## config.mk

```make
export PLATFORM = sky130hd
export DESIGN_NAME = jsst_xport_mem
export DESIGN_NICKNAME = d
export VERILOG_FILES = /design/src/hw/rtl/jsst_pkg.sv /design/src/hw/rtl/jsst_xport_mem.sv
export SDC_FILE = /design/constraint.sdc
export NUM_CORES = 2
export LEC_CHECK = 0
export ABC_CLOCK_PERIOD_IN_PS = 6900
export BUFFER_PORTS_ARGS = -buffer_cell sky130_fd_sc_hd__buf_2
export CAP_MARGIN = 20
export CORE_MARGIN = 2
export CORE_UTILIZATION = 39
export DETAILED_ROUTE_END_ITERATION = 10
export SLEW_MARGIN = 20
export SYNTH_ARGS = -nofsm -noshare
export SYNTH_HDL_FRONTEND = slang
export SYNTH_SLANG_ARGS = --single-unit
```

## constraint.sdc

```tcl
create_clock -name clk -period 6.9 [get_ports clk]
set_clock_uncertainty 0.2 [all_clocks]
set_input_delay 0.345 -clock clk [delete_from_list [all_inputs] [get_ports clk]]
set_output_delay 0.345 -clock clk [all_outputs]
set_load 0.02 [all_outputs]
```

## src/hw/rtl/jsst_pkg.sv

```systemverilog
// Shared definitions for the job shop schedule timer.
// Field widths, request codes, controller states and stage control structs.
// No dependencies; every other file refers to this package by scoped names.
package jsst_pkg;

  // Request field widths
  localparam int OP_W    = 2;
  localparam int JOB_W   = 6;
  localparam int STEP_W  = 6;
  localparam int MACH_W  = 4;
  localparam int PTIME_W = 16;
  localparam int TVAL_W  = 16;
  localparam int OUT_W   = 32;

  // Default sizing
  localparam int MACHINES_DEF  = 16;
  localparam int JOBS_DEF      = 64;
  localparam int TIME_BITS_DEF = 32;

  // Request codes
  typedef enum logic [OP_W-1:0] {
    OP_SCHED = 2'd0,
    OP_LOAD  = 2'd1,
    OP_CLEAR = 2'd2
  } op_t;

  // Controller states
  typedef enum logic [1:0] {
    ST_SWEEP,
    ST_RUN,
    ST_DRAIN
  } ctl_state_t;

  // Control into the evaluation stage
  typedef struct packed {
    logic valid;
    logic use_delay;
  } s2_ctl_t;

  // Status back from the evaluation stage
  typedef struct packed {
    logic hold;
    logic advance;
  } s2_stat_t;

  // Address width for a store of n entries, at least one bit
  function automatic int idx_w(input int n);
    return (n > 1) ? $clog2(n) : 1;
  endfunction

endpackage

```

## src/hw/rtl/jsst_xport_mem.sv

```systemverilog
// Transport delay table, addressed by {source machine, destination machine}.
// One write port, one registered read port. Depends on jsst_pkg.
module jsst_xport_mem #(
  parameter int MACHINES = jsst_pkg::MACHINES_DEF
) (
  input  logic                                       clk,
  input  logic                                       we,
  input  logic [2*jsst_pkg::idx_w(MACHINES)-1:0]     waddr,
  input  logic [jsst_pkg::TVAL_W-1:0]                wdata,
  input  logic                                       re,
  input  logic [2*jsst_pkg::idx_w(MACHINES)-1:0]     raddr,
  output logic [jsst_pkg::TVAL_W-1:0]                rdata
);
  localparam int DEPTH = 1 << (2 * jsst_pkg::idx_w(MACHINES));

  logic [jsst_pkg::TVAL_W-1:0] xport_mem [DEPTH];

  // Load entries and read the delay for the next operation
  always_ff @(posedge clk) begin
    if (we) begin
      xport_mem[waddr] <= wdata;
    end
    if (re) begin
      rdata <= xport_mem[raddr];
    end
  end

endmodule

```

* Word level (Yosys, flattened, before mapping)
Memories as Yosys holds them, arrays and structs flattened. A register that Yosys moved wholly into a read port is not among the register bits.
Index checks and enable logic that the tools add are counted.
** Storage, ports and cells
- Register bits after elaboration :: 0
- Memory bits (writable) :: 4096
- Bits of input ports :: 35
- Memories kept :: 1
** Memory list
- xport_mem :: depth 256, width 16, rd ports 1, clocked after Yosys merged registers in 1, write ports 1, RTL line jsst_xport_mem.sv:16 : logic [jsst_pkg::TVAL_W-1:0] xport_mem [DEPTH];
** Cells by class
- Multiplexer cells :: 2
** Operators by type and width (count)
- 1-bit two-way mux :: 2

* Logic depth before layout (Yosys ltp)
- Depth after elaboration :: 2
- Depth in mapped cells :: 12
- Gate-level depth less buffers :: 6

* Least setup slack after synthesis
OpenSTA, ideal clock, no wires.
- Kind :: input to register
- Start point :: input port raddr[0] (netlist name)
- End point :: register rdata[4] (netlist name) (read register of xport_mem) (data pin)
- Data arrival time :: 2.329 ns
- Slack :: 4.106 ns
- Stages :: 8
- Buffers on the path :: 3
- Cell sequence :: buf_6 -> buf_6 -> buf_2 -> mux4_2 -> mux4_2 -> a22o_1 -> o32ai_2 -> nor4_2
** RTL lines
- start: declaration :: RTL line jsst_xport_mem.sv:11 : input logic [2*jsst_pkg::idx_w(MACHINES)-1:0] raddr,
- end: declaration :: RTL line jsst_xport_mem.sv:12 : output logic [jsst_pkg::TVAL_W-1:0] rdata

==> impl_metrics.env <==
export IMPL_status="finished clean"
export IMPL_cts_buffers=403
export IMPL_nNetsFinal=7788
export IMPL_setup_viol=0
export IMPL_syn_avg_cell_area_um2=21.6
export IMPL_period_needed_ns=3.97
export IMPL_cts_tree="done"
export IMPL_period_share=0.575
export IMPL_syn_inst=7360
export IMPL_cts_clk_slew_worst_paths_ns=0.06
export IMPL_use_met2=0.322
export IMPL_dp_hpwl_um=247000
export IMPL_drtIter0Drc=9971
export IMPL_die_x_um=642
export IMPL_postCtsResizedCells=0
export IMPL_cap_violations=0
export IMPL_area_growth_pct=13.3
export IMPL_cp_max_fo=65
export IMPL_gr_total_overflow=0
export IMPL_synth_warnings=0
export IMPL_hold_violations=0
export IMPL_drc=0
export IMPL_grt_usage=0.199
export IMPL_relSlewSlack=0.144
export IMPL_dr_pass1_iters=5
export IMPL_arrival_ns=4.43
export IMPL_final_core_util=0.444
export IMPL_synth_top_cells_by_count="edfxtp_1, mux4_2, mux2i_1"
export IMPL_crit_path_cell_trace="buf_12 > buf_12 > buf_4 > buf_4 > mux4_2 > o22ai_1 > nor3_1 > nor3_1 > nor4_1"
export IMPL_initial_utilization=0.392
export IMPL_rows=234
export IMPL_async_reset_ff_frac=0
export IMPL_clock_fmax_mhz=252
export IMPL_ys_seq_area_frac=0.777
export IMPL_gp_congestion=0.846
export IMPL_grt_busiest_layer="met2"
export IMPL_gr_usage_met3=0.0386
export IMPL_ys_flop_type="edfxtp_1"
export IMPL_yosys_cell_count_top_type="edfxtp_1"
export IMPL_synthTopCellsByArea="edfxtp_1, mux4_2, mux2i_1"
export IMPL_crit_slowest_cell="nor3_1"
export IMPL_power_density_nw_per_um2=285
export IMPL_die_area_um2=412000
export IMPL_cts_root_buffer="clkbuf_16"
export IMPL_fin_tns_setup_ns=0
export IMPL_htreeDepth=5
export IMPL_synth_cell_types=51
export IMPL_min_delay_path_class="in -> reg"
export IMPL_cts_sinks=4112
export IMPL_grt_pass1_vias=77900
export IMPL_required_ns=7.37
export IMPL_synth_nets=7395
export IMPL_worstMarginPinSlew_ns=1.28
export IMPL_num_vias=78200
export IMPL_synth_top_area_cell="edfxtp_1"
export IMPL_grt_pass1_wl_um=592000
export IMPL_wire_per_inst_um=31.2
export IMPL_start_kind="input pin"
export IMPL_ir_drop_uv=232
export IMPL_insertion_delay_ns=0.97
export IMPL_drv_slew=0
export IMPL_leakagePower_nw=56.2
export IMPL_synth_edf_count=4112
export IMPL_synth_seq_cells=4112
export IMPL_yosys_area_top_type_share=0.777
export IMPL_critical_path_max_stage_delay_ns=0.92
export IMPL_gr_usage_met1=0.269
export IMPL_grt_antenna_before_repair=30
export IMPL_clockBufferDepth=4
export IMPL_rsz0062_at_grt="false"
export IMPL_ioPinCount=51
export IMPL_path_class="in -> reg"
export IMPL_io_buffers=50
export IMPL_drt_wl_total_um=422000
export IMPL_grt_max_degree=193
export IMPL_netlist_area_um2=159000
export IMPL_ant_nets=0
export IMPL_core_um2=406000
export IMPL_vias_per_cell=5.78
export IMPL_die_h_um=642
export IMPL_end_kind="register"
export IMPL_drive_gt1_frac=0.247
power breakdown:
group	internal [mW]	switching, mW
logic	0.845	1.69
registers	27.6	0.0398
clock network	11.8	9.36
worst max-delay path: cells and delay by family:
family                 cells  cell delay (ns)
buffers and inverters      4             1.90
AND/OR/NAND/NOR            3             1.21
multiplexers               1             0.53
AO/OA/AOI/OAI              1             0.16
layer usage:
| layer | wire length, µm | part of all wire | up-vias |
|---|---|---|---|
| met3 | 34700 | 0.082 | 636 |
| li1 | - | - | 32100 |
| met5 | 50 | 0.00012 | - |
| met2 | 203000 | 0.48 | 3435 |
| met1 | 168000 | 0.40 | 41900 |
| met4 | 15300 | 0.036 | 8 |
cells in the final DEF, fill, tap and decap left out, types with 19 or more instances in the layout:
cell	synthesis	layout
edfxtp_1	4112	4112
mux4_2	797	797
mux2i_1	565	565
clkbuf_16	0	409
buf_4	26	326
o221ai_1	252	252
nor2_1	304	199
a21oi_1	175	175
o22ai_1	148	148
clkinv_1	0	109
nor2_2	0	89
mux2_2	88	88
nor3_1	92	88
clkinv_2	0	71
clkbuf_1	230	71
a22oi_1	43	43
nand2_1	38	38
o21ai_0	37	37
buf_12	5	35
a22o_1	32	32
buf_2	76	29
a221oi_1	28	28
nand4_1	26	26
nand3_1	35	26
bufinv_16	0	25
clkinvlp_4	0	20
dlygate4sd3_1	0	20
diode_2	0	19
buf_8	11	19
per-stage QoR:
step | area (µm²) | power, mW | setup WS, ns | std cells | hold slack (ns)
2_1_floorplan | 159000 | 29.5 | 4.11 | 7360 | 0.244
5_1_grt | 180000 | 52.7 | 2.72 | 13500 | 0.0532
3_5_place_dp | 167000 | 30.7 | 1.94 | 12700 | 0.633
3_3_place_gp | 167000 | 30.6 | 1.64 | 12700 | 0.608
4_1_cts | 180000 | 51.6 | 2.94 | 13500 | 0.00372
6_report | 180000 | 51.3 | 2.93 | 13500 | 0.0556
state kept, by name, summed over array words and instances, names as in the netlist:
register	count
rdata	16
xport_mem	4096
final cells by class:
cell class	instances	area (µm²)
Tap cell	5428	6790
Inverter	4	27.5
Fill cell	34200	226000
Timing Repair Buffer	440	3950
Clock inverter	252	2110
Clock buffer	480	10500
Multi-Input combinational cell	2792	33200
Antenna cell	19	47.5
Sequential cell	4112	123000
cells by family (layout without fill, tap and decap cells):
group	Yosys count	in the layout	share of synthesized area
compound gates	786	786	0.0353
buf+inv	456	1176	0.0169
flops	4112	4112	0.777
mux	1450	1450	0.155
other cells	0	19	0
simple gates	556	556	0.0157
worst paths after layout:
kind         slack, ns                from  depth (start not counted)                 end
max               2.93            raddr[0]                          9            rdata[8]
min               0.06            waddr[7]                          4  xport_mem[199][11]
max reg2reg       3.26  xport_mem[139][14]                          6           rdata[14]
min reg2reg       1.02   xport_mem[200][6]                          6            rdata[6]
what timing repair did:
action | 4_1_cts | 5_1_grt
endpoints found under the hold margin | 1598 | 0
setup buffers | 0 | 0
hold buffers | 20 | 0
Note: power is estimated with default switching activity, not from simulation.
