$ cat src/hw/rtl/jsst_pkg.sv
// Shared definitions for the job shop schedule timer.
// Field widths, request codes, controller states and stage control structs.
// No dependencies; every other file refers to this package by scoped names.
package jsst_pkg;

  // Request field widths
  localparam int OP_W    = 2;
  localparam int JOB_W   = 6;
  localparam int STEP_W  = 6;
  localparam int MACH_W  = 4;
  localparam int PTIME_W = 16;
  localparam int TVAL_W  = 16;
  localparam int OUT_W   = 32;

  // Default sizing
  localparam int MACHINES_DEF  = 16;
  localparam int JOBS_DEF      = 64;
  localparam int TIME_BITS_DEF = 32;

  // Request codes
  typedef enum logic [OP_W-1:0] {
    OP_SCHED = 2'd0,
    OP_LOAD  = 2'd1,
    OP_CLEAR = 2'd2
  } op_t;

  // Controller states
  typedef enum logic [1:0] {
    ST_SWEEP,
    ST_RUN,
    ST_DRAIN
  } ctl_state_t;

  // Control into the evaluation stage
  typedef struct packed {
    logic valid;
    logic use_delay;
  } s2_ctl_t;

  // Status back from the evaluation stage
  typedef struct packed {
    logic hold;
    logic advance;
  } s2_stat_t;

  // Address width for a store of n entries, at least one bit
  function automatic int idx_w(input int n);
    return (n > 1) ? $clog2(n) : 1;
  endfunction

endpackage

$ cat src/hw/rtl/jsst_state_mem.sv
// Per-solution state memories: job entries (finish, previous machine, seen) and
// machine free times. One registered read port and one write port each.
// Depends on jsst_pkg.
module jsst_state_mem #(
  parameter int MACHINES  = jsst_pkg::MACHINES_DEF,
  parameter int JOBS      = jsst_pkg::JOBS_DEF,
  parameter int TIME_BITS = jsst_pkg::TIME_BITS_DEF
) (
  input  logic                                         clk,
  input  logic                                         rd_en,
  input  logic [jsst_pkg::idx_w(JOBS)-1:0]             job_raddr,
  input  logic [jsst_pkg::idx_w(MACHINES)-1:0]         mach_raddr,
  output logic [TIME_BITS+jsst_pkg::idx_w(MACHINES):0] job_rdata,
  output logic [TIME_BITS-1:0]                         mach_rdata,
  input  logic                                         job_we,
  input  logic [jsst_pkg::idx_w(JOBS)-1:0]             job_waddr,
  input  logic [TIME_BITS+jsst_pkg::idx_w(MACHINES):0] job_wdata,
  input  logic                                         mach_we,
  input  logic [jsst_pkg::idx_w(MACHINES)-1:0]         mach_waddr,
  input  logic [TIME_BITS-1:0]                         mach_wdata
);
  localparam int JE_W = TIME_BITS + jsst_pkg::idx_w(MACHINES) + 1;

  logic [JE_W-1:0]      job_mem  [JOBS];
  logic [TIME_BITS-1:0] mach_mem [MACHINES];

  // Job entries: write, then registered read
  always_ff @(posedge clk) begin
    if (job_we) begin
      job_mem[job_waddr] <= job_wdata;
    end
    if (rd_en) begin
      job_rdata <= job_mem[job_raddr];
    end
  end

  // Machine free times: write, then registered read
  always_ff @(posedge clk) begin
    if (mach_we) begin
      mach_mem[mach_waddr] <= mach_wdata;
    end
    if (rd_en) begin
      mach_rdata <= mach_mem[mach_raddr];
    end
  end

endmodule

$ cat config.mk
export PLATFORM = sky130hd
export DESIGN_NAME = jsst_state_mem
export DESIGN_NICKNAME = d
export VERILOG_FILES = /design/src/hw/rtl/jsst_pkg.sv /design/src/hw/rtl/jsst_state_mem.sv
export SDC_FILE = /design/constraint.sdc
export NUM_CORES = 2
export LEC_CHECK = 0
export ABC_CLOCK_PERIOD_IN_PS = 3670
export BUFFER_PORTS_ARGS = -buffer_cell sky130_fd_sc_hd__buf_2
export CAP_MARGIN = 5
export CORE_MARGIN = 2
export CORE_UTILIZATION = 55
export DETAILED_ROUTE_END_ITERATION = 7
export PLACE_DENSITY = 0.74
export SLEW_MARGIN = 30
export SYNTH_ARGS = -nofsm -noshare
export SYNTH_HDL_FRONTEND = slang
export SYNTH_SLANG_ARGS = --single-unit
$ cat constraint.sdc
create_clock -name clk -period 3.67 [get_ports clk]
set_clock_uncertainty 0.2 [all_clocks]
set_input_delay 0.367 -clock clk [delete_from_list [all_inputs] [get_ports clk]]
set_output_delay 0.367 -clock clk [all_outputs]
set_load 0.01 [all_outputs]
======== Yosys cells after proc, flatten, opt, wreduce, memory -nomap -nowiden ========
Memory sizes are Yosys's and may differ from the RTL's. A register that Yosys moved wholly into a read port is not among the register bits.
Index checks and enable logic that the tools add are counted.
word-level totals
  register bits ........................... 0
  RAM bits ................................ 2880
  input port bits ......................... 93
  output and inout port bits .............. 69
  memories kept ........................... 2
operators by class
  multiplexer cells ....................... 4
memory list
  name      words  width  read ports  clocked after Yosys merged registers in  wr ports  line                  RTL
  job_mem   64     37     1           1                                        1         jsst_state_mem.sv:24  logic [JE_W-1:0] job_mem [JOBS];
  mach_mem  16     32     1           1                                        1         jsst_state_mem.sv:25  logic [TIME_BITS-1:0] mach_mem [MACHINES];
operator list
  cell    count
  $mux 1  4

======== Depth between registers and ports, before layout ========
  depth after elaboration ................. 2
  depth in mapped cells ................... 10
  mapped depth without buffers ............ 5

======== Worst setup path after synthesis ========
Ideal clock, no wire load.
  kind .................................... input port to flip-flop
  start point ............................. input mach_waddr[3] (netlist bit)
  end point ............................... memory mach_mem[0][0] (netlist bit), enable pin
  library setup time ...................... 0.461 ns
  arrival ................................. 3.087 ns
  path slack .............................. -0.078 ns
  stages .................................. 2
  path through ............................ or3b_2 nor3_1
RTL lines
  item         line                  RTL
  from (decl)  jsst_state_mem.sv:19  input logic [jsst_pkg::idx_w(MACHINES)-1:0] mach_waddr,
  to (decl)    jsst_state_mem.sv:25
No word-level cell before the write port.

======== Final worst setup path ========
  start point ............................. input job_waddr[0] (netlist bit)
  end point ............................... memory job_mem[11][31] (netlist bit), enable pin
RTL lines
  item         line                  RTL
  from (decl)  jsst_state_mem.sv:16  input logic [jsst_pkg::idx_w(JOBS)-1:0] job_waddr,
  to (decl)    jsst_state_mem.sv:24
No word-level cell before the write port.

==> results.txt <==
The register area share after synthesis is 79.6%. The floorplan has 165 rows. By startpoint and endpoint, the worst setup path is classified as in -> reg. For this run, the number of Yosys warnings is 0. The core outline area is 202,000 um2.

Leaving out fill and tap cells, the most frequent cells in the layout are 2,949 x edfxtp_1, 720 x mux4_2, 312 x clkbuf_16. Walking the worst path, the cells encountered are dlygate4sd3_1 > buf_2 > nor2b_1 > nand3_1 > nor2_4 > buf_12. The tightest hold path in the finished design has a slack of 0.101 ns. The final hold violation count came out at 0. The largest net degree at the start of global routing is 70. The worst hold path was traced through 2 stages.

For this run, the top clock speed supported by timing is 351 MHz. The startpoint class of the critical path is an input port. At the worst endpoint, the required time is 4.07 ns. The highest ir drop seen on vdd came out at 522 uV.

The TritonCTS buffer count came out at 306. The number of routed nets with antenna violations is 0. The most instantiated flip-flop cell in the synthesis netlist is edfxtp_1. Global routing consumed, over all layers together, 29.1% of the routing resources. The later-pin clock latency in the skew report came out at 0.94 ns. The wire length of the first global-routing pass is 420,000 um. During placement, the flow inserted port buffers numbering 161. The tool flagged a number of max-cap violations equal to 0. For this design the ratio of total power to cell area is 551 nW/um2. The first routing iteration left 8,571 violations.

The slew of the pin with the lowest slew margin is 1.06 ns. Pin placement for this block handled 162 I/O pins. The count of flip-flops with a built-in enable after synthesis is 2,949.

STA classifies the critical path endpoint as a flip-flop. Headroom to the max-slew limit came out at 28.3%. The clock sink count came out at 2,949. The routed design has 297,000 um of wire. The clock slew at the register clock pins of the worst setup and hold paths is 0.06 ns. The total count of max-transition violations in the final report came out at 0. The worst path buffer plus inverter count came out at 3. The switching component of the power is 14,800 uW. The number of nets in the final layout is 5,458. For this design, the slowest cell found on the critical path is nor2_4. In this run the horizontal extent of the chip is 454 um. The number of unique standard cell types used by synthesis came out at 43. Registers are responsible for 53.3% of the overall power. The combinational fraction of design power came out at 5.0%.

The floorplan die height is 454 um. Global routing used 6.27% of the available met3 tracks. The startpoint identified for the worst register-to-register timing path is job_mem[15][2]$_DFFE_PP_.

The via count of the first global-routing pass is 57,172. TritonCTS built the clock tree. The placer congestion estimate is 0.833. The DRC violation count after routing came out at 0. In this design, the stage delay of the slowest critical-path cell is 0.99 ns.

In this run the worst setup path begins at job_waddr[0]. The maximum fanout along the worst path came out at 14. The combined area of all synthesized cells is 111,000 um2.

In this run, the clock network consumes 41.7% of the power. In the global route stage, met2 resource usage came out at 45.8%. The net count after synthesis came out at 4,848. The number of resized instances in the post-cts repair step came out at 0. The reported leakage power is 0.0402 uW. The clock tree buffer depth is 4. Setup repair after global routing left no endpoint under its margin.

For flop-to-flop paths, the worst setup slack is 1.19 ns. The length of the first detailed-routing pass in iterations came out at 6. The fraction of power spent switching nets came out at 20.9%. The async set or reset register ratio after synthesis came out at 0%.

The sum of overflow across all layers after global routing came out at 0. The worst hold path begins at mach_raddr[2]. The global routing usage on met1 is 39.5%. The logic depth of the worst register-to-register path is 5. The count of mapped cells out of synthesis came out at 4,755. The number of hold buffers added after CTS was 82.

The layout filler cell count is 12,553. The number of levels in the clock H-tree came out at 5. The minimum clock period after layout came out at 2.85 ns. The worst hold path belongs to the class in -> reg.

Once the floorplan was initialized, standard cells occupied 55.2% of the core. The final total negative setup slack is 0 ns. Cell internal power was estimated by the tool at 55,900 uW. The number of antenna violations at the first check in global routing is 18. The share of cells above drive strength 1 is 31.0%. The run finished with clean final reports. Averaged over all synthesized cells, the footprint is 23.4 um2. The routed wirelength normalized by instance count came out at 36.0 um.

The critical path runs through a total of 6 cells. The final count of negative-setup-slack endpoints is 0. The routed via count divided by cell count came out at 6.84.

The total via count after detailed routing is 56,457. The die outline area came out at 206,000 um2. After clock tree synthesis, the setup repair step added 0 buffers. The wire-length estimate of the detail-placed layout is 162,000 um. The root cell of the clock tree is clkbuf_16. The register bit total from synthesis is 2,949. Data arrives at the worst endpoint at 3.25 ns. The share of the clock period used by the worst path after layout is 77.6%. The layer flagged by global routing as most heavily used is met2. After layout, the design draws a total of 70,700 uW. The area overhead of the layout relative to synthesis is 15.3%. The kind of cell with the highest combined delay along the critical path is simple AND/OR/NAND/NOR gates. The library cell used most frequently in the layout, excluding fill and tap cells, is edfxtp_1. The instance area at placement came out at 118,000 um2. The finished cells cover 128,000 um2.
worst paths after layout:
path / end
setup / recovery: job_mem[11][31]$_DFFE_PP_
hold reg to reg: mach_rdata[29]$_DFFE_PP_
hold / removal: mach_rdata[17]$_DFFE_PP_
setup reg to reg: job_rdata[2]$_DFFE_PP_
cell usage after synthesis, types with 3 or more instances:
cell | n | area share [%]
buf_4 | 32 | 0.22
buf_6 | 13 | 0.13
buf_2 | 85 | 0.38
or3_1 | 3 | 0.017
nand2_1 | 98 | 0.33
a211oi_1 | 30 | 0.20
nand3_1 | 72 | 0.32
clkbuf_1 | 120 | 0.40
edfxtp_1 | 2949 | 80
or3b_2 | 4 | 0.031
o31ai_1 | 3 | 0.020
nand4_1 | 63 | 0.35
nor4b_1 | 3 | 0.024
a2111oi_0 | 3 | 0.024
o221ai_1 | 59 | 0.46
a21oi_1 | 6 | 0.027
a22oi_1 | 62 | 0.42
nor4_1 | 3 | 0.017
and3_1 | 34 | 0.19
mux2_2 | 31 | 0.31
nand2b_1 | 15 | 0.084
and2_1 | 7 | 0.039
nor2b_1 | 32 | 0.18
nor3_1 | 10 | 0.045
nand3b_1 | 7 | 0.047
nor2_1 | 94 | 0.32
o22ai_1 | 93 | 0.52
mux4_2 | 720 | 15
mux2i_1 | 52 | 0.47
buf_1 | 9 | 0.030
o21ai_0 | 20 | 0.090
a211o_1 | 4 | 0.031
or2_2 | 5 | 0.028
worst register-to-register path, cell delays in order, from the launching register on:
cell and delay, ns:
edfxtp_1 0.36, mux4_2 0.47, and2_1 0.18, a211oi_1 0.45
o22ai_1 0.32, and3_1 0.23
routing by layer:
metal / share of wire (%) / wire, um
met5: 0.021 / 62
met4: 5.3 / 15800
met3: 12 / 35000
met2: 48 / 143000
met1: 35 / 103000
registers in the layout (all words and copies together), names as in the netlist:
register and flops:
job_mem 2368, mach_mem 512, job_rdata 37, mach_rdata 32
cell type report:
type | count | area, um2 | share of cell area (%)
Antenna cell | 13 | 32.5 | 0.0253
Clock buffer | 371 | 8030 | 6.25
Clock inverter | 146 | 1310 | 1.02
Inverter | 3 | 11.3 | 0.00877
Multi-Input combinational cell | 1542 | 22100 | 17.2
Sequential cell | 2949 | 88600 | 69.0
Tap cell | 2672 | 3340 | 2.60
Timing Repair Buffer | 563 | 5060 | 3.94
power by group through the flow:
stage               registers, uW  clock network (uW)  logic, uW
global placement            38300                   0       3340
detailed placement          38400                   0       3420
finish                      37700               29500       3550
global route                37700               30900       3720
floorplan                   38300                   0       1760
CTS                         37700               29700       3530
cell families after synthesis:
logic type	count (synthesis)	share of synthesized area [%]
flip-flops	2949	79.6
multiplexers	803	15.3
AND/OR/NAND/NOR	451	2.04
AO/OA/AOI/OAI	288	1.86
buffers and inverters	264	1.20
through the flow:
step	cells	setup WS, ns	utilization [%]
global route	8252	0.831	63.6
detailed placement	7645	0.188	58.6
CTS	8244	0.906	63.6
floorplan	4755	0.226	-
finish	8259	0.820	63.7
global placement	7644	0.191	58.5
Power figures use the tool's default switching activity.
