<file path="src/hw/rtl/jsst_pkg.sv">
// Shared definitions for the job shop schedule timer.
// Field widths, request codes, controller states and stage control structs.
// No dependencies; every other file refers to this package by scoped names.
package jsst_pkg;

  // Request field widths
  localparam int OP_W    = 2;
  localparam int JOB_W   = 6;
  localparam int STEP_W  = 6;
  localparam int MACH_W  = 4;
  localparam int PTIME_W = 16;
  localparam int TVAL_W  = 16;
  localparam int OUT_W   = 32;

  // Default sizing
  localparam int MACHINES_DEF  = 16;
  localparam int JOBS_DEF      = 64;
  localparam int TIME_BITS_DEF = 32;

  // Request codes
  typedef enum logic [OP_W-1:0] {
    OP_SCHED = 2'd0,
    OP_LOAD  = 2'd1,
    OP_CLEAR = 2'd2
  } op_t;

  // Controller states
  typedef enum logic [1:0] {
    ST_SWEEP,
    ST_RUN,
    ST_DRAIN
  } ctl_state_t;

  // Control into the evaluation stage
  typedef struct packed {
    logic valid;
    logic use_delay;
  } s2_ctl_t;

  // Status back from the evaluation stage
  typedef struct packed {
    logic hold;
    logic advance;
  } s2_stat_t;

  // Address width for a store of n entries, at least one bit
  function automatic int idx_w(input int n);
    return (n > 1) ? $clog2(n) : 1;
  endfunction

endpackage

</file>
<file path="src/hw/rtl/jsst_out_if.sv">
// Result channel of the job shop schedule timer: valid/ready plus result fields.
// Depends on jsst_pkg for the field widths.
interface jsst_out_if;
  logic                       valid;
  logic                       ready;
  logic [jsst_pkg::OUT_W-1:0] start_time;
  logic [jsst_pkg::OUT_W-1:0] done_time;
  logic [jsst_pkg::OUT_W-1:0] makespan;
  logic                       overflow;

  modport source (
    output valid, start_time, done_time, makespan, overflow,
    input  ready
  );

  modport sink (
    input  valid, start_time, done_time, makespan, overflow,
    output ready
  );
endinterface

</file>
<file path="src/hw/rtl/jsst_eval.sv">
// Evaluation stage: saturating job-ready and finish times, start selection,
// running makespan and the result register. Depends on jsst_pkg, jsst_out_if.
module jsst_eval #(
  parameter int TIME_BITS = jsst_pkg::TIME_BITS_DEF
) (
  input  logic                         clk,
  input  logic                         rst,
  input  jsst_pkg::s2_ctl_t            ctl,
  input  logic [TIME_BITS-1:0]         job_fin,
  input  logic [TIME_BITS-1:0]         mach_free,
  input  logic [jsst_pkg::PTIME_W-1:0] ptime,
  input  logic [jsst_pkg::TVAL_W-1:0]  delay,
  input  logic                         ms_clr,
  output jsst_pkg::s2_stat_t           stat,
  output logic [TIME_BITS-1:0]         fin,
  jsst_out_if.source                   res
);
  localparam logic [TIME_BITS-1:0] TMAX = '1;

  logic [TIME_BITS:0]         ready_sum;
  logic [TIME_BITS:0]         fin_sum;
  logic [TIME_BITS-1:0]       ready_t;
  logic [TIME_BITS-1:0]       start_t;
  logic [TIME_BITS-1:0]       ms;
  logic [TIME_BITS-1:0]       ms_next;
  logic                       ready_ovf;
  logic                       fin_ovf;
  logic                       out_valid;
  logic [jsst_pkg::OUT_W-1:0] out_start;
  logic [jsst_pkg::OUT_W-1:0] out_finish;
  logic [jsst_pkg::OUT_W-1:0] out_ms;
  logic                       out_ovf;

  // Compute ready, start, finish; clamp both sums at the maximum time
  always_comb begin
    ready_sum = {1'b0, job_fin}
              + (TIME_BITS+1)'(ctl.use_delay ? delay : jsst_pkg::TVAL_W'(0));
    ready_ovf = ready_sum[TIME_BITS];
    ready_t   = ready_ovf ? TMAX : ready_sum[TIME_BITS-1:0];
    start_t   = (mach_free > ready_t) ? mach_free : ready_t;
    fin_sum   = {1'b0, start_t} + (TIME_BITS+1)'(ptime);
    fin_ovf   = fin_sum[TIME_BITS];
    fin       = fin_ovf ? TMAX : fin_sum[TIME_BITS-1:0];
    ms_next   = (fin > ms) ? fin : ms;
  end

  // Stall while the result register is full and not taken
  assign stat.hold    = ctl.valid && out_valid && !res.ready;
  assign stat.advance = ctl.valid && !stat.hold;

  // Running makespan
  always_ff @(posedge clk) begin
    if (rst || ms_clr) begin
      ms <= '0;
    end else if (stat.advance) begin
      ms <= ms_next;
    end
  end

  // Result register
  always_ff @(posedge clk) begin
    if (rst) begin
      out_valid <= 1'b0;
    end else if (stat.advance) begin
      out_valid <= 1'b1;
    end else if (res.ready) begin
      out_valid <= 1'b0;
    end
  end

  always_ff @(posedge clk) begin
    if (stat.advance) begin
      out_start  <= jsst_pkg::OUT_W'(start_t);
      out_finish <= jsst_pkg::OUT_W'(fin);
      out_ms     <= jsst_pkg::OUT_W'(ms_next);
      out_ovf    <= ready_ovf || fin_ovf;
    end
  end

  assign res.valid      = out_valid;
  assign res.start_time = out_start;
  assign res.done_time  = out_finish;
  assign res.makespan   = out_ms;
  assign res.overflow   = out_ovf;

  // Makespan only grows between clears
  a_ms_mono: assert property (@(posedge clk) disable iff (rst)
    !ms_clr |=> ms >= $past(ms))
    else $error("makespan decreased without a clear");

  // Makespan covers every finish that left the stage
  a_ms_cover: assert property (@(posedge clk) disable iff (rst)
    stat.advance && !ms_clr |=> ms >= $past(fin))
    else $error("makespan below a delivered finish time");

endmodule

</file>
<file path="src/flat_wrapper.sv">
// flat-port wrapper written by rule: the top's interface ports become plain ports
module jsst_eval_flat 
#(
  parameter int TIME_BITS = jsst_pkg::TIME_BITS_DEF
)
  (clk, rst, ctl, job_fin, mach_free, ptime, delay, ms_clr, stat, fin, res_valid, res_start_time, res_done_time, res_makespan, res_overflow, res_ready);
  jsst_out_if res_i ();
  input  logic clk;
  input  logic rst;
  input  jsst_pkg::s2_ctl_t ctl;
  input  logic [TIME_BITS-1:0] job_fin;
  input  logic [TIME_BITS-1:0] mach_free;
  input  logic [jsst_pkg::PTIME_W-1:0] ptime;
  input  logic [jsst_pkg::TVAL_W-1:0] delay;
  input  logic ms_clr;
  output jsst_pkg::s2_stat_t stat;
  output logic [TIME_BITS-1:0] fin;
  output wire logic [$bits(res_i.valid)-1:0] res_valid;
  output wire logic [$bits(res_i.start_time)-1:0] res_start_time;
  output wire logic [$bits(res_i.done_time)-1:0] res_done_time;
  output wire logic [$bits(res_i.makespan)-1:0] res_makespan;
  output wire logic [$bits(res_i.overflow)-1:0] res_overflow;
  input wire logic [$bits(res_i.ready)-1:0] res_ready;
  assign res_valid = res_i.valid;
  assign res_start_time = res_i.start_time;
  assign res_done_time = res_i.done_time;
  assign res_makespan = res_i.makespan;
  assign res_overflow = res_i.overflow;
  assign res_i.ready = res_ready;
  jsst_eval #(.TIME_BITS(TIME_BITS)) u_core (.clk(clk), .rst(rst), .ctl(ctl), .job_fin(job_fin), .mach_free(mach_free), .ptime(ptime), .delay(delay), .ms_clr(ms_clr), .stat(stat), .fin(fin), .res(res_i));
endmodule
</file>
<file path="config.mk">
export PLATFORM = sky130hd
export DESIGN_NAME = jsst_eval_flat
export DESIGN_NICKNAME = d
export VERILOG_FILES = /design/src/hw/rtl/jsst_pkg.sv /design/src/hw/rtl/jsst_out_if.sv /design/src/hw/rtl/jsst_eval.sv /design/src/flat_wrapper.sv
export SDC_FILE = /design/constraint.sdc
export NUM_CORES = 1
export LEC_CHECK = 0
export BUFFER_PORTS_ARGS = -buffer_cell sky130_fd_sc_hd__buf_4
export CORE_MARGIN = 8
export CORE_UTILIZATION = 35
export DETAILED_ROUTE_END_ITERATION = 10
export SLEW_MARGIN = 10
export SYNTH_ARGS = -nofsm -noshare
export SYNTH_HDL_FRONTEND = slang
export SYNTH_SLANG_ARGS = --single-unit
</file>
<file path="constraint.sdc">
create_clock -name clk -period 24.9 [get_ports clk]
set_input_delay 2.49 -clock clk [delete_from_list [all_inputs] [get_ports clk]]
set_output_delay 2.49 -clock clk [all_outputs]
set_load 0.01 [all_outputs]
</file>
Word level (Yosys, flattened, before mapping)

Cells that the tools add are included.

RAM bits: 0
ROM bits: 0
Bits in latches: 0
Flip-flop bits (word level): 130
Word-level logic and storage cells: 25
Memories kept: 0

$lt $le $gt $ge: 2
Bitwise operators: 0
Divide/modulo/power cells: 0
Shift operators: 0
Multiply operators: 0
Eq/ne operators: 0
Reductions and logical operators: 8
Add/subtract/negate cells: 2
Muxes and demuxes: 7

Operator list:

| cell                                      | count |
|---|---|
| 32-bit two-way mux                        | 4 |
| 32-bit greater-than comparator            | 2 |
| 32-bit by 16-bit adder with 33-bit output | 1 |
| 32-bit by 33-bit adder with 33-bit output | 1 |
| 16-bit two-way mux                        | 1 |
| 1-bit logical AND                         | 3 |
| 1-bit zero test                           | 2 |
| 1-bit logical OR                          | 2 |
| 1-bit two-way mux                         | 2 |
| 2-bit nonzero test                        | 1 |

Longest topological paths before layout

Gate-level depths: netlist of run 1.

Word-level depth: 9
Depth in mapped cells: 50
Depth with buffers taken out: 44

Least setup slack after synthesis of run 1

No wires, ideal clock.

Path kind: input-to-output
Start: in res_ready
End: out stat[0] in the netlist's numbering
Required time: 22.410 ns
Arrival: 9.802 ns
Path slack: 12.608 ns
Stages: 2
Path through: inv_1 a21boi_0

RTL lines:

| element            | line               | text |
|---|---|---|
| start: declaration | flat_wrapper.sv:23 | `input wire logic [$bits(res_i.ready)-1:0] res_ready;` |
| end: declaration   | flat_wrapper.sv:16 | `output jsst_pkg::s2_stat_t stat;` |

Worst setup path in the final report of run 1

Start: in ctl[0] in the netlist's numbering
End: out fin[2]

Longest elaborated chain between the ends: 7

Ends and longest elaborated chain:

| element                                     | line               | text |
|---|---|---|
| start: declaration                          | flat_wrapper.sv:10 | `input jsst_pkg::s2_ctl_t ctl;` |
| 16-bit two-way mux *                        | jsst_eval.sv:37    | `+ (TIME_BITS+1)'(ctl.use_delay ? delay : jsst_pkg::TVAL_W'(0));` |
| 32-bit by 33-bit adder with 33-bit output * | jsst_eval.sv:37    |  |
| 32-bit two-way mux *                        | jsst_eval.sv:39    | `ready_t = ready_ovf ? TMAX : ready_sum[TIME_BITS-1:0];` |
| 32-bit greater-than comparator              | jsst_eval.sv:40    | `start_t = (mach_free > ready_t) ? mach_free : ready_t;` |
| 32-bit two-way mux *                        | jsst_eval.sv:40    |  |
| via u_core.start_t[0]                       | jsst_eval.sv:23    | `logic [TIME_BITS-1:0] start_t;` |
| 32-bit by 16-bit adder with 33-bit output * | jsst_eval.sv:41    | `fin_sum = {1'b0, start_t} + (TIME_BITS+1)'(ptime);` |
| 32-bit two-way mux *                        | jsst_eval.sv:43    | `fin = fin_ovf ? TMAX : fin_sum[TIME_BITS-1:0];` |
| end: declaration                            | flat_wrapper.sv:17 | `output logic [TIME_BITS-1:0] fin;` |

Mark *: on every way through the listed nets, which the timed path passes. The rest lies on a longest branch.

==> results.json, run 1 <==
{
  "status": "complete, no violations",
  "drcViolationCount": 0,
  "synthesis.nets": 1240,
  "numCtsBuffers": 17,
  "avgSynthCellArea_um2": 9.038,
  "use_met2_pct": 29.64,
  "power.share.clock_pct": 27.0,
  "min_from": "u_core.ms[28]",
  "grt_usage_pct": 17.96,
  "grt-busiest-layer": "met2",
  "cts_hold_buf": 0,
  "tightest_slew_ns": 1.128,
  "clock_tree.buffer_depth": 2,
  "critical_path.top_delay_family": "simple AND/OR/NAND/NOR gates",
  "powerDensity_nw_per_um2": 76.87,
  "yosys_warnings": 0,
  "fin_nets": 1459,
  "crit_start": "ctl[0]",
  "cts_sinks": 130,
  "drtAntennaViolNets": 0,
  "yosysUniqueCellTypes": 85,
  "synth_top_flop_cell": "edfxtp_1",
  "syn_inst": 1040,
  "antenna_found_initial": 4,
  "hp-class": "reg -> reg",
  "fill_cells": 2597,
  "overflow": 0,
  "post-route-util_pct": 45.29,
  "use_met3_pct": 4.839,
  "io_pins": 234,
  "core-area_um2": 26650,
  "ir_drop_uv": 41.86,
  "ys_seq_area_share_pct": 38.02,
  "slew_headroom_pct": 24.80,
  "cts-root-buf": "clkbuf_16",
  "setup_tns_ns": 0,
  "grt_pass1_vias": 8423,
  "cp_num_buf_inv": 5,
  "vias": 8498,
  "layout_common_cells": "buf_4 (240), nor2_1 (122), a21oi_1 (116), edfxtp_1 (97), ha_1 (96)",
  "synth-edff-count": 97,
  "hold_viol_final": 0,
  "drtPass1Iterations": 5,
  "cts_resized": 0,
  "crit_type": "in -> out",
  "leakage_nw": 5.157,
  "initial_core_util_pct": 35.27,
  "swShare_pct": 36.35,
  "routed_wl_um": 29930,
  "cts_setup_buffers": 0,
  "layout_commonest_cell": "buf_4",
  "p_int_mw": 0.5905,
  "gp_congestion": 0.8877,
  "gr-usage-met1_pct": 22.98,
  "maxCapViolCount": 0,
  "cts_tree": "built",
  "p_comb_share_pct": 41.9,
  "cp_data_arrival_time_ns": 10.66,
  "fp.dieH_um": 179.9,
  "die_area_um2": 32350,
  "dieWidth_um": 179.9,
  "grt_max_degree": 66,
  "io_buffers": 233,
  "rows": 60,
  "grt_pass1_wl_um": 46660,
  "rsz0062_at_grt": "false",
  "r2r_start": "u_core.ms[17]",
  "crit_top_cell": "a21oi_1",
  "fin_skew_ns": 0.01554,
  "diodes": 0,
  "dp_hpwl_um": 23940,
  "postPlaceCellArea_um2": 11460,
  "switching_power_mw": 0.3372,
  "async_flop_share_pct": 0,
  "wl_per_cell_um": 18.56,
  "crit_slowest_cell": "nor3_4",
  "vias_per_cell": 5.268,
  "syn_to_final_growth_pct": 28.41,
  "setup_viol_count_final": 0,
  "timing.fmax_ghz": 0.07607,
  "cpPeakStageDelay_ns": 0.67,
  "layout_min_cycle_time_ns": 13.15,
  "clk_latency_ns": 0.42,
  "design_area_um2": 12070,
  "seqPwrFrac_pct": 31.2,
  "slew_violations": 0,
  "startpoint_type": "input port",
  "seqCellArea_um2": 3573,
  "drt_iter0_drc": 619,
  "drive_gt1_share_pct": 24.69,
  "path_max_fanout": 43,
  "cts.clk_slew.worst_paths_ns": 0.05,
  "crit_required_ns": 22.41,
  "multi_input_area_um2": 5390,
  "mappedNetlistArea_um2": 9399,
  "htreeDepth": 4,
  "cp-end-kind": "primary output",
  "timing.final.crit_share_pct": 52.79,
  "ys_ff_latch": 130
}
per-layer routing:
| metal | share of wire [%] | vias to the layer above |
|---|---|---|
| met1 | 46 | 3966 |
| met4 | 1.7 | 8 |
| met2 | 46 | 273 |
| met3 | 6.3 | 42 |
| li1 | - | 4209 |
| met5 | 0.17 | - |
state kept, by name (all words and copies together), names as in the netlist:
register               flops
u_core.res.valid           1
u_core.res.done_time      32
u_core.res.start_time     32
u_core.res.overflow        1
u_core.ms                 32
u_core.res.makespan       32
final timing paths:
path	endpoint	slack, ns	cells past startpoint
max	fin[2]	11.75	34
min	u_core.ms[28]	0.50	2
max reg2reg	u_core.ms[31]	21.53	13
min reg2reg	u_core.ms[28]	0.50	2
power by group through the flow:
stage | combinational, mW | sequential [mW] | clock, mW
after floorplan | 0.216 | 0.310 | 0
after global placement | 0.387 | 0.293 | 0
after detailed placement | 0.388 | 0.294 | 0
after CTS | 0.391 | 0.290 | 0.255
after global routing | 0.431 | 0.293 | 0.262
final | 0.388 | 0.289 | 0.250
synthesized netlist by cell type (all sizes together) (3+ instances only):
cell	number	share of area, %
a211o	4	0.37
a211oi	8	0.88
a21boi	3	0.24
a21o	11	0.88
a21oi	120	6.5
a221oi	3	0.47
a31oi	29	3.0
and2	23	1.6
and3	8	0.53
buf	19	1.2
clkbuf	22	0.89
dfxtp	33	7.0
edfxtp	97	31
ha	96	13
inv	72	2.9
mux2	4	0.48
mux2i	4	0.43
nand2	83	3.4
nand2b	11	0.73
nand3	26	1.4
nand4	22	1.7
nor2	125	5.0
nor2b	7	0.47
nor3	13	0.75
nor4	7	0.47
o211a	3	0.32
o211ai	7	0.61
o21a	10	0.80
o21ai	73	4.0
o21bai	6	0.48
or2	5	0.33
or3	6	0.40
xnor2	24	2.2
xor2	21	2.0
layout make-up:
| type | instances | area share, % |
|---|---|---|
| Inverter | 72 | 2.239 |
| Multi-Input combinational cell | 797 | 44.66 |
| Tap cell | 341 | 3.535 |
| Timing Repair Buffer | 241 | 15.16 |
| Clock inverter | 13 | 1.130 |
| Sequential cell | 130 | 29.61 |
| Clock buffer | 19 | 3.670 |
kinds of logic (layout without fill, tap and decap cells):
group | after synthesis | after routing | share of synthesized area (%)
simple gates | 347 | 347 | 17.90
buf+inv | 113 | 345 | 4.979
compound gates | 299 | 299 | 20.79
mux | 8 | 8 | 0.9052
xor+xnor | 45 | 45 | 4.193
fa+ha+maj | 98 | 98 | 13.21
flops | 130 | 130 | 38.02
worst min-delay path, delay by kind of cell (launching register included):
family	cells	cell delay, ns
AO/OA/AOI/OAI	1	0.06
flip-flops	1	0.33
AND/OR/NAND/NOR	1	0.06
per-stage QoR:
stage | cells | worst slack (ns) | hold WS (ns) | power, mW
final | 1613 | 11.75 | 0.4967 | 0.9277
after CTS | 1612 | 10.86 | 0.5001 | 0.9358
after floorplan | 1040 | 12.61 | 0.4567 | 0.5256
after detailed placement | 1580 | 10.90 | 0.4926 | 0.6821
after global placement | 1580 | 11.04 | 0.4921 | 0.6798
after global routing | 1613 | 10.96 | 0.5396 | 0.9860
Power figures use the tool's default switching activity.
==> inputs of run 2 (changes only) <==
clock period = 11.23 ns   (was 24.9 ns; I/O delays follow)
==> run 2 against run 1 <==
- clock skew about the same
- die area unchanged
- sequential power increased by 120%
- worst hold slack improved by 0.021 ns
- largest cell class unchanged
==> results.json, run 2 (synthesized netlist as in run 1, its figures left out) <==
{
  "cpPeakStageDelay_ns": 0.43,
  "drtAntennaViolNets": 0,
  "tightest_slew_ns": 0.8175,
  "fp.dieH_um": 179.9,
  "crit_type": "in -> reg",
  "die_area_um2": 32350,
  "cp-end-kind": "flop",
  "min_from": "u_core.ms[28]",
  "crit_top_cell": "ha_1",
  "core-area_um2": 26650,
  "fill_cells": 2614,
  "io_buffers": 233,
  "rsz0062_at_grt": "false",
  "drt_iter0_drc": 379,
  "layout_commonest_cell": "buf_4",
  "vias": 8457,
  "timing.final.crit_share_pct": 92.82,
  "syn_to_final_growth_pct": 30.42,
  "dp_slack_ns": 0.1313,
  "rows": 60,
  "powerDensity_nw_per_um2": 171.1,
  "swShare_pct": 35.27,
  "rr_worst_depth": 15,
  "seqPwrFrac_pct": 30.7,
  "post-route-util_pct": 46.00,
  "antenna_found_initial": 1,
  "initial_core_util_pct": 35.27,
  "grt_pass1_vias": 8616,
  "cp_data_arrival_time_ns": 10.77,
  "layout_common_cells": "buf_4 (258), nor2_1 (122), a21oi_1 (116), edfxtp_1 (97), ha_1 (96)",
  "vias_per_cell": 5.182,
  "fin_nets": 1478,
  "cts_sinks": 130,
  "r2r_end": "u_core.ms[16]",
  "hold_viol_final": 0,
  "cts-root-buf": "clkbuf_16",
  "grt_pass1_wl_um": 47310,
  "gp_congestion": 0.8836,
  "routed_wl_um": 29840,
  "setup_viol_count_final": 0,
  "grt_max_degree": 64,
  "drive_gt1_share_pct": 25.87,
  "timing.fmax_ghz": 0.09593,
  "p_int_mw": 1.358,
  "leakage_nw": 5.246,
  "endpoint": "u_core.ms[11]",
  "hp-class": "reg -> reg",
  "drcViolationCount": 0,
  "reg2reg_setup_slack_ns": 8.40,
  "fin_cells": 1632,
  "p_comb_share_pct": 41.6,
  "grt_usage_pct": 18.19,
  "diodes": 0,
  "slew_violations": 0,
  "clock_tree.buffer_depth": 2,
  "maxCapViolCount": 0,
  "status": "complete, no violations",
  "ir_drop_uv": 80.22,
  "setup_tns_ns": 0,
  "setup_ws_ns": 0.8061,
  "wl_per_cell_um": 18.29,
  "clk_latency_ns": 0.43,
  "io_pins": 234,
  "path_max_fanout": 32,
  "dp_hpwl_um": 24470,
  "crit_required_ns": 11.57,
  "switching_power_mw": 0.7399,
  "cts.clk_slew.worst_paths_ns": 0.06,
  "startpoint_type": "input port",
  "drtPass1Iterations": 5,
  "cts_tree": "built",
  "overflow": 0,
  "dieWidth_um": 179.9,
  "place_inst": 1599,
  "design_area_um2": 12260,
  "postPlaceCellArea_um2": 11610,
  "layout_min_cycle_time_ns": 10.42,
  "whs_ns": 0.5177,
  "htreeDepth": 4,
  "crit_start": "ctl[0]",
  "numCtsBuffers": 17,
  "finalPower_mw": 2.098,
  "r2r_start": "u_core.ms[17]",
  "power.share.clock_pct": 27.7,
  "slew_headroom_pct": 45.50,
  "fin_skew_ns": 0.01587,
  "crit_slowest_cell": "or3_1"
}
run 2: layer usage:
metal  global-route usage [%]  vias up  routed length, µm
met5                        0        -                 13
met4                    6.569        2                719
met3                    4.294       41               1834
met2                    29.88      268              13870
met1                    22.99     3897              13410
li1                         -     4249                  -
run 2: area by class of cell:
cell class / count / area [µm²] / share of cell area (%)
Timing Repair Buffer: 260 / 1968 / 16.06
Tap cell: 341 / 426.7 / 3.481
Clock buffer: 17 / 425.4 / 3.470
Sequential cell: 130 / 3573 / 29.15
Clock inverter: 15 / 190.2 / 1.551
Inverter: 72 / 270.3 / 2.205
Multi-Input combinational cell: 797 / 5404 / 44.08
run 2: worst min-delay path by stage:
stage / end / cells after the start
after floorplan: u_core.ms[28] / 2
after global placement: u_core.ms[28] / 2
after detailed placement: u_core.ms[28] / 2
after CTS: u_core.ms[28] / 2
after global routing: u_core.ms[28] / 2
final: u_core.ms[28] / 2
run 2: critical path, delay by kind of cell:
family                   cells  cell delay [ns]
AND/OR/NAND/NOR             14             2.78
adder cells (fa/ha/maj)      5             1.67
AO/OA/AOI/OAI               17             4.34
buffers and inverters        6             0.86
run 2: timing repair:
item                                    4_1_cts  5_1_grt
resized for setup                             0        5
hold buffers                                  0        0
setup buffers                                 0        1
endpoints found under the setup margin        0       54
run 2: power by group through the flow:
stage                     Clock [mW]  Combinational (mW)  Sequential, mW
final                          0.582               0.873           0.643
after CTS                      0.595               0.880           0.644
after floorplan                    0               0.478           0.687
after global placement             0               0.870           0.652
after detailed placement           0               0.876           0.653
after global routing           0.611               0.975           0.651
